File: src/hdl/rha_pkg.sv
// ----------------------------------------------------------------------------
// rha_pkg: shared types and constants for the region heap allocator
// Region geometry, status codes, command kinds and the mask bit helper.
// ----------------------------------------------------------------------------
package rha_pkg;

    // Heap geometry; region size is a power of two
    localparam int REGION_COUNT  = 24;
    localparam int REGION_SHIFT  = 10;
    localparam int REGION_BYTES  = 1 << REGION_SHIFT;
    localparam int MASK_BIT_BASE = 4;

    localparam int IDX_W  = (REGION_COUNT > 1) ? $clog2(REGION_COUNT) : 1;
    localparam int RUN_W  = 5;
    localparam int NEED_W = 17 - REGION_SHIFT;

    // Result status codes
    localparam logic [1:0] ST_OK         = 2'd0;
    localparam logic [1:0] ST_ALLOC_FAIL = 2'd1;
    localparam logic [1:0] ST_BAD_FREE   = 2'd2;

    // Request kind after classification
    typedef enum logic [1:0] {
        K_ALLOC  = 2'd0,
        K_FREE   = 2'd1,
        K_REJECT = 2'd2
    } t_kind;

    // Command passed from front to back
    typedef struct packed {
        t_kind             kind;
        logic [7:0]        owner;
        logic [RUN_W-1:0]  need;
        logic [15:0]       offset;
    } t_cmd;

    // One-hot grant bit of a region, zero when it falls past bit 31
    function automatic logic [31:0] region_bit(input logic [IDX_W-1:0] idx);
        logic [6:0] b;
        b = 7'(MASK_BIT_BASE) + 7'(idx);
        return (b < 7'd32) ? (32'd1 << b[4:0]) : 32'd0;
    endfunction

    // Byte offset of a region, low 16 bits
    function automatic logic [15:0] region_offset(input logic [IDX_W-1:0] idx);
        logic [31:0] o;
        o = 32'(idx) << REGION_SHIFT;
        return o[15:0];
    endfunction

endpackage

File: src/hdl/rha_front.sv
// ----------------------------------------------------------------------------
// rha_front: request classifier
// Turns an input item into a command: region count for allocations, and
// rejection of zero size, owner zero and oversize requests.
// ----------------------------------------------------------------------------
module rha_front import rha_pkg::*; (
    input  logic        i_op,
    input  logic [7:0]  i_owner_id,
    input  logic [15:0] i_alloc_bytes,
    input  logic [15:0] i_free_offset,
    output t_cmd        o_cmd
);

    logic [15:0]       bytes_m1;
    logic [NEED_W-1:0] need;
    logic              reject;

    // Compute regions needed: (bytes - 1) / REGION_BYTES + 1
    assign bytes_m1 = i_alloc_bytes - 16'd1;
    assign need     = NEED_W'(bytes_m1 >> REGION_SHIFT) + NEED_W'(1);

    assign reject = (i_alloc_bytes == 16'd0) || (i_owner_id == 8'd0)
                 || (32'(need) > 32'(REGION_COUNT));

    // Build the command
    always_comb begin
        o_cmd.owner  = i_owner_id;
        o_cmd.need   = RUN_W'(need);
        o_cmd.offset = i_free_offset;
        if (i_op) begin
            o_cmd.kind = K_FREE;
        end else if (reject) begin
            o_cmd.kind = K_REJECT;
        end else begin
            o_cmd.kind = K_ALLOC;
        end
    end

endmodule

File: src/hdl/rha_queue.sv
// ----------------------------------------------------------------------------
// rha_queue: two-entry command queue
// Decouples the classifier from the sequencer so each side stalls alone.
// ----------------------------------------------------------------------------
module rha_queue import rha_pkg::*; (
    input  logic i_clk,
    input  logic i_rst_n,
    input  logic i_push,
    input  t_cmd i_cmd,
    output logic o_full,
    input  logic i_pop,
    output logic o_empty,
    output t_cmd o_cmd
);

    t_cmd       r_mem [2];
    logic       r_wr_ptr, n_wr_ptr;
    logic       r_rd_ptr, n_rd_ptr;
    logic [1:0] r_count, n_count;
    logic       do_push, do_pop;

    assign o_full  = (r_count == 2'd2);
    assign o_empty = (r_count == 2'd0);
    assign do_push = i_push && !o_full;
    assign do_pop  = i_pop && !o_empty;
    assign o_cmd   = r_mem[r_rd_ptr];

    // Advance pointers and count
    always_comb begin
        n_wr_ptr = do_push ? ~r_wr_ptr : r_wr_ptr;
        n_rd_ptr = do_pop ? ~r_rd_ptr : r_rd_ptr;
        n_count  = r_count + 2'(do_push) - 2'(do_pop);
    end

    always_ff @(posedge i_clk) begin
        if (!i_rst_n) begin
            r_wr_ptr <= 1'b0;
            r_rd_ptr <= 1'b0;
            r_count  <= 2'd0;
        end else begin
            r_wr_ptr <= n_wr_ptr;
            r_rd_ptr <= n_rd_ptr;
            r_count  <= n_count;
        end
    end

    // Store pushed command
    always_ff @(posedge i_clk) begin
        if (do_push) begin
            r_mem[r_wr_ptr] <= i_cmd;
        end
    end

endmodule

File: src/hdl/rha_back.sv
// ----------------------------------------------------------------------------
// rha_back: allocation sequencer
// Walks the region table one entry a cycle for first-fit search, fill,
// free lookup and clear, and holds the result in an output register.
// ----------------------------------------------------------------------------
module rha_back import rha_pkg::*; (
    input  logic        i_clk,
    input  logic        i_rst_n,
    input  logic        i_empty,
    input  t_cmd        i_cmd,
    output logic        o_pop,
    output logic        o_out_valid,
    input  logic        i_out_stall,
    output logic [1:0]  o_status,
    output logic [15:0] o_base_offset,
    output logic [31:0] o_access_mask
);

    typedef enum logic [5:0] {
        S_IDLE  = 6'b000001,
        S_SCAN  = 6'b000010,
        S_FILL  = 6'b000100,
        S_FIND  = 6'b001000,
        S_CLEAR = 6'b010000,
        S_DONE  = 6'b100000
    } t_state;

    localparam logic [IDX_W-1:0] LAST_IDX = IDX_W'(REGION_COUNT - 1);

    t_state           r_state, n_state;
    logic [7:0]       r_owner_tab [REGION_COUNT];
    logic [RUN_W-1:0] r_run_tab   [REGION_COUNT];
    logic [31:0]      r_grant, n_grant;
    logic [IDX_W-1:0] r_idx, n_idx;
    logic [IDX_W-1:0] r_base, n_base;
    logic [RUN_W-1:0] r_cnt, n_cnt;
    logic [RUN_W-1:0] r_left, n_left;
    logic [RUN_W-1:0] r_need, n_need;
    logic [7:0]       r_owner, n_owner;
    logic [15:0]      r_offset, n_offset;
    logic [1:0]       r_res_status, n_res_status;
    logic [15:0]      r_res_base, n_res_base;
    logic             r_out_valid, n_out_valid;
    logic [1:0]       r_status;
    logic [15:0]      r_base_offset;
    logic [31:0]      r_access_mask;

    logic             tab_we;
    logic [7:0]       tab_owner;
    logic [RUN_W-1:0] tab_run;
    logic [7:0]       cur_owner;
    logic [RUN_W-1:0] cur_run;
    logic [RUN_W-1:0] cnt_inc;
    logic             out_load;

    assign cur_owner = r_owner_tab[r_idx];
    assign cur_run   = r_run_tab[r_idx];
    assign cnt_inc   = r_cnt + RUN_W'(1);
    assign out_load  = (r_state == S_DONE) && (!r_out_valid || !i_out_stall);
    assign o_pop     = (r_state == S_IDLE) && !i_empty;

    // Sequence one command
    always_comb begin
        n_state      = r_state;
        n_grant      = r_grant;
        n_idx        = r_idx;
        n_base       = r_base;
        n_cnt        = r_cnt;
        n_left       = r_left;
        n_need       = r_need;
        n_owner      = r_owner;
        n_offset     = r_offset;
        n_res_status = r_res_status;
        n_res_base   = r_res_base;
        tab_we       = 1'b0;
        tab_owner    = 8'd0;
        tab_run      = '0;
        unique case (r_state)
            S_IDLE: begin
                if (!i_empty) begin
                    n_idx        = '0;
                    n_cnt        = '0;
                    n_need       = i_cmd.need;
                    n_owner      = i_cmd.owner;
                    n_offset     = i_cmd.offset;
                    n_res_base   = 16'd0;
                    unique case (i_cmd.kind)
                        K_ALLOC: n_state = S_SCAN;
                        K_FREE:  n_state = S_FIND;
                        default: begin
                            n_res_status = ST_ALLOC_FAIL;
                            n_state      = S_DONE;
                        end
                    endcase
                end
            end
            S_SCAN: begin
                // Count free regions in a row until the run covers the need
                if (cur_owner == 8'd0 && cnt_inc == r_need) begin
                    n_base  = IDX_W'(r_idx + IDX_W'(1) - IDX_W'(r_need));
                    n_idx   = IDX_W'(r_idx + IDX_W'(1) - IDX_W'(r_need));
                    n_left  = r_need;
                    n_state = S_FILL;
                end else if (r_idx == LAST_IDX) begin
                    n_res_status = ST_ALLOC_FAIL;
                    n_state      = S_DONE;
                end else begin
                    n_idx = r_idx + IDX_W'(1);
                    n_cnt = (cur_owner == 8'd0) ? cnt_inc : '0;
                end
            end
            S_FILL: begin
                // Claim one region of the run
                tab_we    = 1'b1;
                tab_owner = r_owner;
                tab_run   = (r_idx == r_base) ? r_need : '0;
                n_grant   = r_grant | region_bit(r_idx);
                n_left    = r_left - RUN_W'(1);
                if (r_left == RUN_W'(1)) begin
                    n_res_status = ST_OK;
                    n_res_base   = region_offset(r_base);
                    n_state      = S_DONE;
                end else begin
                    n_idx = r_idx + IDX_W'(1);
                end
            end
            S_FIND: begin
                // Look for a run base held by this owner at the offset
                if (cur_run != '0 && cur_owner == r_owner
                        && region_offset(r_idx) == r_offset) begin
                    n_left  = cur_run;
                    n_state = S_CLEAR;
                end else if (r_idx == LAST_IDX) begin
                    n_res_status = ST_BAD_FREE;
                    n_state      = S_DONE;
                end else begin
                    n_idx = r_idx + IDX_W'(1);
                end
            end
            S_CLEAR: begin
                // Release one region of the run
                tab_we    = 1'b1;
                tab_owner = 8'd0;
                tab_run   = '0;
                n_grant   = r_grant & ~region_bit(r_idx);
                n_left    = r_left - RUN_W'(1);
                if (r_left == RUN_W'(1) || r_idx == LAST_IDX) begin
                    n_res_status = ST_OK;
                    n_state      = S_DONE;
                end else begin
                    n_idx = r_idx + IDX_W'(1);
                end
            end
            S_DONE: begin
                if (out_load) begin
                    n_state = S_IDLE;
                end
            end
            default: n_state = S_IDLE;
        endcase
    end

    // Hold the result until taken
    always_comb begin
        n_out_valid = r_out_valid;
        if (out_load) begin
            n_out_valid = 1'b1;
        end else if (!i_out_stall) begin
            n_out_valid = 1'b0;
        end
    end

    // Control registers
    always_ff @(posedge i_clk) begin
        if (!i_rst_n) begin
            r_state     <= S_IDLE;
            r_grant     <= 32'd0;
            r_out_valid <= 1'b0;
            for (int i = 0; i < REGION_COUNT; i++) begin
                r_owner_tab[i] <= 8'd0;
                r_run_tab[i]   <= '0;
            end
        end else begin
            r_state     <= n_state;
            r_grant     <= n_grant;
            r_out_valid <= n_out_valid;
            if (tab_we) begin
                r_owner_tab[r_idx] <= tab_owner;
                r_run_tab[r_idx]   <= tab_run;
            end
        end
    end

    // Working and result payload
    always_ff @(posedge i_clk) begin
        r_idx        <= n_idx;
        r_base       <= n_base;
        r_cnt        <= n_cnt;
        r_left       <= n_left;
        r_need       <= n_need;
        r_owner      <= n_owner;
        r_offset     <= n_offset;
        r_res_status <= n_res_status;
        r_res_base   <= n_res_base;
        if (out_load) begin
            r_status      <= r_res_status;
            r_base_offset <= r_res_base;
            r_access_mask <= r_grant;
        end
    end

    assign o_out_valid   = r_out_valid;
    assign o_status      = r_status;
    assign o_base_offset = r_base_offset;
    assign o_access_mask = r_access_mask;

endmodule

File: src/hdl/region_heap_allocator_core.sv
// A rejected allocation goes from idle straight to the result state; an
// allocation scans the table for a free run, then fills each region of
// the run; a free looks up the run base, then clears each region of the
// run. The sequencer walks the region table for one item at a time and
// pops no new command until its result is loaded. Two queue entries
// buffer input. Synchronous active-low reset clears the table and grant mask.
// ----------------------------------------------------------------------------
// region_heap_allocator_core: first-fit region allocator top level
// Classifier, command queue and table sequencer in one channel path.
// ----------------------------------------------------------------------------
module region_heap_allocator_core import rha_pkg::*; (
    input  logic        i_clk,
    input  logic        i_rst_n,
    input  logic        i_in_valid,
    output logic        o_in_stall,
    input  logic        i_op,
    input  logic [7:0]  i_owner_id,
    input  logic [15:0] i_alloc_bytes,
    input  logic [15:0] i_free_offset,
    output logic        o_out_valid,
    input  logic        i_out_stall,
    output logic [1:0]  o_status,
    output logic [15:0] o_base_offset,
    output logic [31:0] o_access_mask
);

    t_cmd front_cmd;
    t_cmd queue_cmd;
    logic queue_full;
    logic queue_empty;
    logic queue_pop;

    // Classify the input item
    rha_front u_front (
        .i_op          (i_op),
        .i_owner_id    (i_owner_id),
        .i_alloc_bytes (i_alloc_bytes),
        .i_free_offset (i_free_offset),
        .o_cmd         (front_cmd)
    );

    // Buffer commands between front and back
    rha_queue u_queue (
        .i_clk   (i_clk),
        .i_rst_n (i_rst_n),
        .i_push  (i_in_valid),
        .i_cmd   (front_cmd),
        .o_full  (queue_full),
        .i_pop   (queue_pop),
        .o_empty (queue_empty),
        .o_cmd   (queue_cmd)
    );

    assign o_in_stall = queue_full;

    // Carry out commands on the region table
    rha_back u_back (
        .i_clk         (i_clk),
        .i_rst_n       (i_rst_n),
        .i_empty       (queue_empty),
        .i_cmd         (queue_cmd),
        .o_pop         (queue_pop),
        .o_out_valid   (o_out_valid),
        .i_out_stall   (i_out_stall),
        .o_status      (o_status),
        .o_base_offset (o_base_offset),
        .o_access_mask (o_access_mask)
    );

endmodule
File: config.mk
export PLATFORM = sky130hd
export DESIGN_NAME = region_heap_allocator_core
export DESIGN_NICKNAME = d
export VERILOG_FILES = /design/src/hdl/rha_pkg.sv /design/src/hdl/rha_front.sv /design/src/hdl/rha_queue.sv /design/src/hdl/rha_back.sv /design/src/hdl/region_heap_allocator_core.sv
export SDC_FILE = /design/constraint.sdc
export NUM_CORES = 1
export LEC_CHECK = 0
export BUFFER_PORTS_ARGS = -buffer_cell sky130_fd_sc_hd__buf_2
export CAP_MARGIN = 20
export CORE_ASPECT_RATIO = 1.25
export CORE_MARGIN = 8
export CORE_UTILIZATION = 35
export DETAILED_ROUTE_END_ITERATION = 10
export PLACE_DENSITY = 0.63
export SKIP_CTS_REPAIR_TIMING = 1
export SLEW_MARGIN = 20
export SYNTH_ARGS = -nofsm -noshare
export SYNTH_HDL_FRONTEND = slang
export SYNTH_SLANG_ARGS = --single-unit
File: constraint.sdc
create_clock -name i_clk -period 3.11 [get_ports i_clk]
set_input_delay 0.622 -clock i_clk [delete_from_list [all_inputs] [get_ports i_clk]]
set_output_delay 0.622 -clock i_clk [all_outputs]
set_load 0.1 [all_outputs]
==> flow_metrics.tcl <==
set metrics [dict create \
    mostFrequentLayoutCell "edfxtp_1" \
    antenna_cells 0 \
    grt_pass1_vias 17000 \
    peakVddDrop_v 0.000525 \
    drive_gt1_share_pct 23.5 \
    use_met3_pct 2.54 \
    cts_buffers 57 \
    synth_top_family_by_area "multiplexers" \
    slowest_delay_ps 520 \
    muxShareOfSynthArea_pct 10.7 \
    io_buffers 85 \
    final.setup.worst_slack_ps -238 \
    syn_to_final_growth_pct 20.4 \
    busiest_layer "met2" \
    fp.dieH_um 323 \
    clkTransAtPathRegs_ps 70 \
    drv_slew 0 \
    synth_cells 1908 \
    cp.buffers_inverters 3 \
    min_period_over_period_pct 108 \
    grt_pass1_wl_um 103000 \
    skew_ps 28.6 \
    slew_headroom_pct 43.3 \
    cts_buffer_depth 3 \
    final_hold_viol_count 0 \
    clk_latency_ps 640 \
    antenna_found_initial 0 \
    synthAdderAreaFrac_pct 0.881 \
    min_path_type "primary input to flip-flop" \
    leakage_nw 10.8 \
    clock.fmax_mhz 299 \
    synth_async_sr_flop_share_pct 0 \
    fin_crit_ps 3350 \
    std_cell_rows 112 \
    core_um2 74700 \
    cap_viol_max_count 0 \
    clockPowerShare_pct 30.4 \
    netSwitchingPower_mw 8.01 \
    placed_area_um2 29200 \
    initial_core_util_pct 35.4 \
    synth-compound-area-share_pct 4.96 \
    pwr_density_cell_nw_per_um2 818 \
    synthSimpleGateAreaFrac_pct 10.1 \
    worstSetupStartpointType "flip-flop" \
    status "finished with violations" \
    drt-total-wl_um 69300 \
    drt_iter0_markers 1425 \
    postSynthAreaPerCell_um2 13.9 \
    met2_usage_pct 29.1 \
    p_int_mw 18.0 \
    ys_ff_latch 622 \
    grt_max_degree 43 \
    stdcell_area_um2 31800 \
    drtPass1Iterations 7 \
    viasPerCell 5.23 \
    ys_seq_area_share_pct 68.8 \
    rsz0062_at_grt "yes" \
    dp_hpwl_um 47400 \
    sw_frac_of_total_pct 30.8 \
    yosysUniqueCellTypes 62 \
    die_area_um2 84600 \
    combPwrFrac_pct 29.6 \
    violations "setup timing" \
    wire_per_inst_um 22.0 \
    ys.flop_type "edfxtp_1" \
    ys_warn_count 0 \
    syn_area_um2 26400 \
    path_delay_family "multiplexers" \
    gp_congestion 0.925 \
    setup_viol 36 \
    drc 0 \
    dp_slack_ps -444 \
    endpoint_kind "flip-flop" \
    grt_overflow 0 \
    tritoncts "yes" \
    grt_usage_pct 16.0 \
    cts_sinks 622 \
    pwr-share-seq_pct 40.0 \
    grt_use_met1_pct 18.3 \
    nFillCells 6667 \
    root_buffer "clkbuf_16" \
    most-common-layout-cells "573 x edfxtp_1, 381 x nor2_1, 184 x buf_4" \
    critPathArrivalTime_ps 3880 \
    synthXorXnorAreaFrac_pct 1.56 \
    worstPathCellList "buf_12 -> buf_12 -> mux4_2 -> mux4_2 -> nor2b_4 -> a21oi_4 -> buf_4 -> nand4_4 -> or3_4 -> mux2i_1 -> o21ai_1 -> mux2_4" \
    via_count 16500 \
    worstSetupPathType "flip-flop to flip-flop" \
    synth-edff-count 573 \
    cp_max_fo 6 \
    ios 97 \
    critPathRequiredTime_ps 3640 \
    worst_pin_slew_ps 845 \
    fp.dieW_um 262 \
    h-tree-depth 2 \
    nNetsFinal 2201 \
    drt.antenna.violating_nets 0 \
    cpMaxStageDelayCell "mux4_2" \
]
==> power by group through the flow <==
stage	registers, mW	clock network [mW]	logic [mW]
4_1_cts	10.4	8.01	7.12
3_5_place_dp	10.6	0	7.07
6_report	10.4	7.90	7.71
3_3_place_gp	10.6	0	6.97
2_1_floorplan	10.6	0	4.26
5_1_grt	10.5	8.32	8.15
==> through the flow <==
stage	instances	power [mW]	util (%)	setup TNS, ps	hold slack (ps)
5_1_grt	3155	26.9	42.6	-8710	155
4_1_cts	3133	25.5	42.0	-8980	156
3_3_place_gp	3026	17.5	39.1	-7090	426
3_5_place_dp	3026	17.7	39.1	-7710	408
6_report	3155	26.0	42.6	-5680	180
2_1_floorplan	1918	14.8	-	0	400
==> state kept, by name, summed over array words and instances, names as in the netlist, named ones only <==
register	flops
u_back.r_owner_tab	256
u_back.r_offset	16
u_back.r_left	5
u_back.r_need	5
u_back.r_base	5
u_back.o_access_mask	32
u_back.r_res_base	5
u_back.o_base_offset	5
u_queue.r_count	2
u_back.o_out_valid	1
u_queue.r_mem	62
u_queue.r_wr_ptr	1
u_back.r_owner	8
u_back.r_run_tab	160
u_back.r_cnt	5
u_back.o_status	2
u_back.r_res_status	2
u_back.r_state	6
u_queue.r_rd_ptr	1
u_back.r_idx	5
==> final timing paths <==
check	start	to	slack, ps	cells after the start
max	flip-flop	flip-flop	-240	12
min	i_free_offset[14]	u_queue.r_mem[0][14]	180	1
max reg2reg	flip-flop	flip-flop	-240	12
min reg2reg	flip-flop	u_back.o_access_mask[3]	440	0
==> synth_stat cells (5+ instances only) <==
master | count | area, um2
and3_1 | 8 | 50.1
nand2b_1 | 5 | 31.3
nor2_1 | 385 | 1450
edfxtp_1 | 573 | 17200
nand4_1 | 5 | 31.3
and2_1 | 11 | 68.8
a311oi_1 | 19 | 166
mux2_2 | 31 | 349
buf_6 | 5 | 56.3
a22oi_1 | 69 | 518
xnor2_1 | 26 | 228
xor2_1 | 21 | 184
dfxtp_1 | 49 | 981
nand3_1 | 33 | 165
buf_4 | 12 | 90.1
ha_1 | 17 | 213
nand2_1 | 116 | 435
nand3b_1 | 5 | 37.5
nor4_1 | 12 | 75.1
buf_2 | 16 | 80.1
nor3_1 | 12 | 60.1
nor2b_1 | 8 | 50.1
o22ai_1 | 7 | 43.8
mux2i_1 | 150 | 1500
o221a_2 | 6 | 67.6
a31oi_1 | 9 | 56.3
o21ai_0 | 23 | 115
clkbuf_1 | 103 | 387
mux2_4 | 5 | 75.1
inv_1 | 37 | 139
a21oi_1 | 38 | 190
mux4_2 | 40 | 901
==> per-layer routing <==
metal | routed length, um | vias to the layer above
li1 | - | 7459
met1 | 26100 | 8239
met2 | 35800 | 639
met3 | 3970 | 160
met4 | 3450 | 0
met5 | 0 | -
==> cell type report <==
| type | count | area (um2) | area share, % |
|---|---|---|---|
| clock buffer | 66 | 1470 | 4.62 |
| inverter | 39 | 150 | 0.472 |
| sequential | 622 | 18200 | 57.2 |
| timing repair buffer | 303 | 2490 | 7.83 |
| clock inverter | 41 | 648 | 2.04 |
| multi-input combinational | 1115 | 7650 | 24.1 |
| tap | 969 | 1210 | 3.81 |
==> logic make-up (layout without fill, tap and decap cells) <==
logic type                 after synthesis  in the layout
and+or+nand+nor                        623            623
DFF                                    622            622
muxes                                  226            226
AOI/OAI and AO/OA                      190            190
buffers and inverters                  181            449
xor gates and xnor gates                47             47
adders and majority gates               18             18
other                                    1             11
(Power assumes the default switching activity.)
